==> config.mk <==
export PLATFORM = sky130hd
export DESIGN_NAME = button_region_hit_table
export DESIGN_NICKNAME = d
export VERILOG_FILES = /design/src/rtl/brht_pkg.sv /design/src/rtl/brht_cell.sv /design/src/rtl/brht_table.sv /design/src/rtl/button_region_hit_table.sv
export SDC_FILE = /design/constraint.sdc
export NUM_CORES = 2
export LEC_CHECK = 0
export BUFFER_PORTS_ARGS = -buffer_cell sky130_fd_sc_hd__buf_2
export CAP_MARGIN = 20
export CORE_ASPECT_RATIO = 0.7
export CORE_MARGIN = 3
export CORE_UTILIZATION = 35
export DETAILED_ROUTE_END_ITERATION = 10
export GPL_TIMING_DRIVEN = 0
export PLACE_DENSITY = 0.45
export SLEW_MARGIN = 0
export SYNTH_ARGS = -nofsm -noshare
export SYNTH_HDL_FRONTEND = slang
export SYNTH_SLANG_ARGS = --single-unit
==> constraint.sdc <==
create_clock -name clk -period 14.8 [get_ports clk]
set_input_delay 1.48 -clock clk [delete_from_list [all_inputs] [get_ports clk]]
set_output_delay 1.48 -clock clk [all_outputs]
set_load 0.02 [all_outputs]
==> src/rtl/brht_pkg.sv <==
`default_nettype none

package brht_pkg;

    // table depth
    localparam int MAX_BUTTONS = 16;

    // field widths
    localparam int COORD_W = 12;
    localparam int EDGE_W  = COORD_W + 1;
    localparam int OP_W    = 2;
    localparam int HIT_W   = 5;

    // entry count holds 0..MAX_BUTTONS, slot index addresses one cell
    localparam int CNT_W  = $clog2(MAX_BUTTONS + 1);
    localparam int SLOT_W = (MAX_BUTTONS > 1) ? $clog2(MAX_BUTTONS) : 1;

    // operation codes
    localparam logic [OP_W-1:0] OP_QUERY  = 2'd0;
    localparam logic [OP_W-1:0] OP_APPEND = 2'd1;
    localparam logic [OP_W-1:0] OP_CLEAR  = 2'd2;

    // per-cell control from the table
    typedef struct packed {
        logic wr;
        logic probe;
        logic live;
    } cell_ctl_t;

endpackage

`default_nettype wire

==> src/rtl/brht_cell.sv <==
`default_nettype none

module brht_cell (
    input  wire logic                           clk,
    input  wire logic                           rst_n,
    input  wire brht_pkg::cell_ctl_t            ctl,
    input  wire logic [brht_pkg::COORD_W-1:0]   pos_x,
    input  wire logic [brht_pkg::COORD_W-1:0]   pos_y,
    input  wire logic [brht_pkg::COORD_W-1:0]   box_width,
    input  wire logic [brht_pkg::COORD_W-1:0]   box_height,
    input  wire logic                           any_in,
    output logic                                any_out,
    output logic                                first
);

    logic [brht_pkg::COORD_W-1:0] left_reg;
    logic [brht_pkg::COORD_W-1:0] top_reg;
    logic [brht_pkg::EDGE_W-1:0]  right_reg;
    logic [brht_pkg::EDGE_W-1:0]  bottom_reg;
    logic                         match_reg;
    logic                         match_next;

    // rectangle store, far edges kept at 13 bits so they never wrap
    always_ff @(posedge clk)
    begin
        if (ctl.wr)
        begin
            left_reg   <= pos_x;
            top_reg    <= pos_y;
            right_reg  <= {1'b0, pos_x} + {1'b0, box_width};
            bottom_reg <= {1'b0, pos_y} + {1'b0, box_height};
        end
    end

    // inclusive containment test against the probe point
    always_comb
    begin
        match_next = ctl.live
                     && (pos_x >= left_reg) && ({1'b0, pos_x} <= right_reg)
                     && (pos_y >= top_reg)  && ({1'b0, pos_y} <= bottom_reg);
    end

    // test refreshed at each request, held until the next one
    always_ff @(posedge clk or negedge rst_n)
    begin
        if (!rst_n)
        begin
            match_reg <= 1'b0;
        end
        else if (ctl.probe)
        begin
            match_reg <= match_next;
        end
    end

    // earlier cells win: pass "already hit" down the chain
    assign any_out = any_in | match_reg;
    assign first   = match_reg & ~any_in;

endmodule

`default_nettype wire

==> src/rtl/brht_table.sv <==
`default_nettype none

module brht_table (
    input  wire logic                           clk,
    input  wire logic                           rst_n,
    input  wire logic                           start,
    input  wire logic [brht_pkg::OP_W-1:0]      operation,
    input  wire logic [brht_pkg::COORD_W-1:0]   pos_x,
    input  wire logic [brht_pkg::COORD_W-1:0]   pos_y,
    input  wire logic [brht_pkg::COORD_W-1:0]   box_width,
    input  wire logic [brht_pkg::COORD_W-1:0]   box_height,
    output logic                                full,
    output logic [brht_pkg::HIT_W-1:0]          hit_index
);

    logic [brht_pkg::CNT_W-1:0]       count_reg;
    logic [brht_pkg::CNT_W-1:0]       count_next;
    logic                             do_append;
    logic                             do_probe;
    logic [brht_pkg::MAX_BUTTONS:0]   any_chain;
    logic [brht_pkg::MAX_BUTTONS-1:0] first_vec;
    brht_pkg::cell_ctl_t              ctl [brht_pkg::MAX_BUTTONS];

    assign full      = (count_reg == brht_pkg::CNT_W'(brht_pkg::MAX_BUTTONS));
    assign do_append = start && (operation == brht_pkg::OP_APPEND) && !full;
    assign do_probe  = start && (operation == brht_pkg::OP_QUERY);

    // fill count
    always_comb
    begin
        count_next = count_reg;
        if (start && (operation == brht_pkg::OP_CLEAR))
        begin
            count_next = '0;
        end
        else if (do_append)
        begin
            count_next = count_reg + 1'b1;
        end
    end

    always_ff @(posedge clk or negedge rst_n)
    begin
        if (!rst_n)
        begin
            count_reg <= '0;
        end
        else
        begin
            count_reg <= count_next;
        end
    end

    assign any_chain[0] = 1'b0;

    // row of cells, one rectangle each; every request refreshes the tests,
    // only a query on a stored entry can match
    for (genvar k = 0; k < brht_pkg::MAX_BUTTONS; k++)
    begin : g_cell
        always_comb
        begin
            ctl[k].wr    = do_append && (count_reg == brht_pkg::CNT_W'(k));
            ctl[k].probe = start;
            ctl[k].live  = do_probe && (brht_pkg::CNT_W'(k) < count_reg);
        end

        brht_cell u_cell (
            .clk        (clk),
            .rst_n      (rst_n),
            .ctl        (ctl[k]),
            .pos_x      (pos_x),
            .pos_y      (pos_y),
            .box_width  (box_width),
            .box_height (box_height),
            .any_in     (any_chain[k]),
            .any_out    (any_chain[k+1]),
            .first      (first_vec[k])
        );
    end

    // at most one first hit: or together its 1-based position
    always_comb
    begin
        hit_index = '0;
        for (int k = 0; k < brht_pkg::MAX_BUTTONS; k++)
        begin
            if (first_vec[k])
            begin
                hit_index = hit_index | brht_pkg::HIT_W'(k + 1);
            end
        end
    end

endmodule

`default_nettype wire

==> src/rtl/button_region_hit_table.sv <==
`default_nettype none

// channel  | signals                                         | dir
// ---------+-------------------------------------------------+-----
// request  | in_valid in_ready operation pos_x pos_y         | in
//          | box_width box_height                            |
// result   | out_valid out_ready hit_index status            | out
//
// The cells register their containment tests at the accept edge, and the
// first-hit chain resolves in the next cycle; the result loads in the
// evaluate state once the output register is free. Append and clear update
// the table at the accept edge. Reset empties the table; stored rectangles
// are not cleared. A request is taken while the previous result still waits
// in the output register; a new result then waits in the evaluate state.

module button_region_hit_table (
    input  wire logic                           clk,
    input  wire logic                           rst_n,
    input  wire logic                           in_valid,
    output logic                                in_ready,
    input  wire logic [brht_pkg::OP_W-1:0]      operation,
    input  wire logic [brht_pkg::COORD_W-1:0]   pos_x,
    input  wire logic [brht_pkg::COORD_W-1:0]   pos_y,
    input  wire logic [brht_pkg::COORD_W-1:0]   box_width,
    input  wire logic [brht_pkg::COORD_W-1:0]   box_height,
    output logic                                out_valid,
    input  wire logic                           out_ready,
    output logic [brht_pkg::HIT_W-1:0]          hit_index,
    output logic                                status
);

    localparam logic ST_IDLE = 1'b0;
    localparam logic ST_EVAL = 1'b1;

    logic                         state_reg;
    logic                         state_next;
    logic                         out_valid_reg;
    logic                         out_valid_next;
    logic [brht_pkg::HIT_W-1:0]   hit_reg;
    logic                         status_reg;
    logic                         status_pend_reg;
    logic                         status_pend_next;
    logic                         accept;
    logic                         load;
    logic                         full;
    logic [brht_pkg::HIT_W-1:0]   table_hit;

    assign in_ready = (state_reg == ST_IDLE);
    assign accept   = in_valid && in_ready;
    assign load     = (state_reg == ST_EVAL) && (!out_valid_reg || out_ready);

    brht_table u_table (
        .clk        (clk),
        .rst_n      (rst_n),
        .start      (accept),
        .operation  (operation),
        .pos_x      (pos_x),
        .pos_y      (pos_y),
        .box_width  (box_width),
        .box_height (box_height),
        .full       (full),
        .hit_index  (table_hit)
    );

    // sequencer and output handshake
    always_comb
    begin
        state_next       = state_reg;
        out_valid_next   = out_valid_reg;
        status_pend_next = status_pend_reg;
        if (out_valid_reg && out_ready)
        begin
            out_valid_next = 1'b0;
        end
        case (state_reg)
            ST_IDLE:
            begin
                if (accept)
                begin
                    state_next       = ST_EVAL;
                    status_pend_next = (operation == brht_pkg::OP_APPEND) && full;
                end
            end
            ST_EVAL:
            begin
                if (load)
                begin
                    state_next     = ST_IDLE;
                    out_valid_next = 1'b1;
                end
            end
            default:
            begin
                state_next = ST_IDLE;
            end
        endcase
    end

    always_ff @(posedge clk or negedge rst_n)
    begin
        if (!rst_n)
        begin
            state_reg       <= ST_IDLE;
            out_valid_reg   <= 1'b0;
            status_pend_reg <= 1'b0;
        end
        else
        begin
            state_reg       <= state_next;
            out_valid_reg   <= out_valid_next;
            status_pend_reg <= status_pend_next;
        end
    end

    // result register
    always_ff @(posedge clk)
    begin
        if (load)
        begin
            hit_reg    <= table_hit;
            status_reg <= status_pend_reg;
        end
    end

    assign out_valid = out_valid_reg;
    assign hit_index = hit_reg;
    assign status    = status_reg;

endmodule

`default_nettype wire

==> run_results.csv <==
group,metric,value,unit
outcome,status,"complete, no violations",
sta,timing.fmax,227,MHz
clock_network,cts_repair_resize_count,0,
clock_network,path_clk_slew,0.06,ns
worst_setup_path,start_kind,"input port",
power,netSwitchingFraction,0.254,
power,peakVddDrop,75.4,µV
global_routing,antenna_found_initial,8,
worst_setup_path,ff2ff_setup_slack,11.13,ns
sta,finalSetupTns,0,ns
die,rows,109,
worst_setup_path,setup.worst_path.start,"pos_x[0]",
place,gp_congestion,0.824,
die,die_area,134000,µm²
finish,final_cell_mix,"806 x edfxtp_1, 795 x ha_1, 752 x inv_1",
power,p_leak,0.0231,µW
power,cellPowerDensity,105,nW/µm²
route,via_per_inst,4.84,
yosys,ys.flop_type,"edfxtp_1",
clock_network,ctsHoldBuffers,0,
sta,hold_viol_final,0,
global_routing,grt_pass1_vias,26719,
yosys,synthTopCellsByArea,"edfxtp_1 53%, ha_1 22%, inv_1 6.3%",
place,io_buffer_count,61,
sta,worst_pin_slew,1.14,ns
global_routing,track_usage,0.181,
sta,fin_skew,0.0174,ns
power,combPwrFrac,0.119,
clock_network,cts_tree,"yes",
clock_network,cts_sinks,830,
worst_setup_path,crit_path_max_incr_delay,0.74,ns
die,initial_utilization,0.356,
clock_network,post_cts_buffers,0,
power,p_sw,1390,µW
worst_setup_path,path_buf_inv,4,
global_routing,grt_max_degree,51,
route,ant_nets,0,
worst_setup_path,r2r-end,"u_table.g_cell[15].u_cell.right_reg[2]$_DFFE_PP_",
finish,fin_nets,4808,
route,drt-initial-drc-count,1863,
worst_setup_path,critical_path_class,"input port to register",
yosys,synth_top_area_cell,"edfxtp_1",
worst_setup_path,cp_data_arrival_time,4.92,ns
yosys,syn_area_per_cell,12.3,µm²
worst_setup_path,reg2regPathDepth,13,
route,drt-total-wl,120000,µm
finish,layout_commonest_cell,"edfxtp_1",
sta,setup_viol,0,
clock_network,root_buffer,"clkbuf_16",
die,io-pin-count,62,
route,drc,0,
worst_setup_path,crit_family,"compound AO/OA/AOI/OAI gates",
clock_network,h-tree-depth,3,
sta,finalCriticalPeriod,4.40,ns
yosys,synth.top_cell.area_share,0.535,
route,vias,27798,
sta,rsz0062_at_grt,"no",
yosys,ys_ff_latch,830,
worst_setup_path,path_depth,12,
power,p_int,4100,µW
clock_network,max-clock-path-buffers,3,
die,die_h,307,µm
yosys,synth_cells,3686,
sta,timing.hold.ws,0.465,ns
yosys,synth-async-reset-ratio,0.0289,
yosys,syn_area,45300,µm²
place,dp_hpwl,79200,µm
finish,fillers,12072,
worst_setup_path,path_max_fanout,18,
finish,syn_to_final_growth,16.0,%
yosys,synth_cell_type_count,69,
worst_setup_path,cp_cell_sequence,"buf_2 -> ha_1 -> inv_1 -> fa_1 -> inv_1 -> a21oi_1 -> o21bai_1 -> a21o_1 -> a221oi_1 -> o21ai_0 -> xor2_2 -> buf_8",
global_routing,grt-ovfl-total,0,
die,core,127000,µm²
job,maxCapViolCount,0,
worst_setup_path,crit_path_end,"u_table.g_cell[2].u_cell.right_reg[10]$_DFFE_PP_",
yosys,ys_seq_area_frac,0.548,
worst_setup_path,r2r-start,"u_table.count_reg[0]$_DFFE_PN0P_",
yosys,synth_fp_nets,4537,
global_routing,grt_pass1_wl,179000,µm
power,sequentialPowerShare,0.487,
yosys,synth_edf_count,806,
die,die_w,436,µm
worst_setup_path,crit_path_end_kind,"register",
yosys,yosysWarnings,0,
worst_setup_path,cp_common_cell,"inv_1",
min_path,hp-class,"register to register",
worst_setup_path,crit_slowest_cell,"a221oi_1",
clock_network,clock_latency,0.68,ns
worst_setup_path,cp.required,15.32,ns
route,wl_per_cell,21.0,µm
sta,report.final.slew_viol_count,0,
clock_network,cts_made_buffers,90,
power,clkPwrFrac,0.394,
sta,slew-limit-headroom,0.239,
finish,drive_gt1_frac,0.0862,
sta,post-route-period-util,0.297,
route,drtPass1Iterations,7,
==> worst register-to-register path, cell delays in order (launching register included) <==
cell and delay, ns:
dfrtp_1 0.38, clkbuf_1 0.43, inv_1 0.20, ha_1 0.26
nand2_1 0.07, nor3_1 0.06, nor2b_1 0.12, buf_2 0.21
nand3_1 0.26, nor3_2 0.70, buf_6 0.24, buf_6 0.16
buf_8 0.16, buf_6 0.14
==> how the worst min path moves through the flow <==
| stage | startpoint | cells past startpoint | end | slack [ns] |
|---|---|---|---|---|
| floorplan | status_pend_reg$_DFFE_PN0P_ | 0 | status$_DFFE_PP_ | 0.43 |
| global route | status_pend_reg$_DFFE_PN0P_ | 0 | status$_DFFE_PP_ | 0.49 |
| detailed placement | status_pend_reg$_DFFE_PN0P_ | 0 | status$_DFFE_PP_ | 0.45 |
| finish | status_pend_reg$_DFFE_PN0P_ | 0 | status$_DFFE_PP_ | 0.46 |
| global placement | status_pend_reg$_DFFE_PN0P_ | 0 | status$_DFFE_PP_ | 0.44 |
| CTS | status_pend_reg$_DFFE_PN0P_ | 0 | status$_DFFE_PP_ | 0.47 |
==> power by group through the flow <==
| stage | clock network (µW) | logic, µW | registers, µW |
|---|---|---|---|
| floorplan | 0 | 286 | 2730 |
| global placement | 0 | 574 | 2740 |
| detailed placement | 0 | 666 | 2720 |
| CTS | 2240 | 669 | 2670 |
| global route | 2330 | 733 | 2670 |
| finish | 2160 | 652 | 2670 |
==> per-layer routing <==
layer | up-vias | routed length [µm] | track usage
li1 | 13948 | - | -
met1 | 13323 | 64100 | 0.283
met2 | 405 | 49200 | 0.262
met3 | 120 | 5470 | 0.0350
met4 | 2 | 1690 | 0.0287
met5 | - | 8 | 0
==> cell families after synthesis <==
kind of cell / count (synthesis) / share of synthesized area
flip-flops: 830 / 0.548
AO/OA/AOI/OAI: 728 / 0.103
buffers and inverters: 765 / 0.0636
AND/OR/NAND/NOR: 543 / 0.0605
XOR/XNOR: 23 / 0.00445
adder cells (fa/ha/maj): 797 / 0.221
==> cells in the mapped netlist, drive strengths merged, types with 15 or more instances <==
cell       n
nand4     55
nor2     117
nor2b     31
o21bai    17
nand2    130
a31oi     17
a211o     26
a21oi    255
nor3      29
a21o     109
a211oi    37
nand2b    35
o21ai    132
ha       795
nand3     75
o21a      15
nor4      19
o211ai    15
xnor2     16
edfxtp   806
a2111oi   18
inv      754
dfrtp     24
==> area by class of cell <==
cell class / count / area, µm² / share of cell area
Sequential cell: 830 / 24800 / 0.473
Multi-Input combinational cell: 2091 / 17900 / 0.340
Inverter: 754 / 2830 / 0.0539
Clock buffer: 127 / 2450 / 0.0468
Tap cell: 1720 / 2150 / 0.0410
Timing Repair Buffer: 179 / 2080 / 0.0396
Clock inverter: 32 / 251 / 0.00479
Buffer: 11 / 50.0 / 0.000953
Antenna cell: 2 / 5.00 / 0.0000953
==> per-stage QoR <==
stage | util | power, µW | cell area [µm²] | instances | setup WS, ns
after global routing | 0.413 | 5740 | 52500 | 5744 | 10.14
final | 0.413 | 5490 | 52500 | 5746 | 10.40
after global placement | 0.375 | 3310 | 47700 | 5467 | 1.74
after detailed placement | 0.391 | 3390 | 49800 | 5585 | 9.64
after CTS | 0.413 | 5590 | 52500 | 5744 | 10.38
after floorplan | - | 3010 | 45300 | 3686 | 6.95
Power figures use the tool's default switching activity.
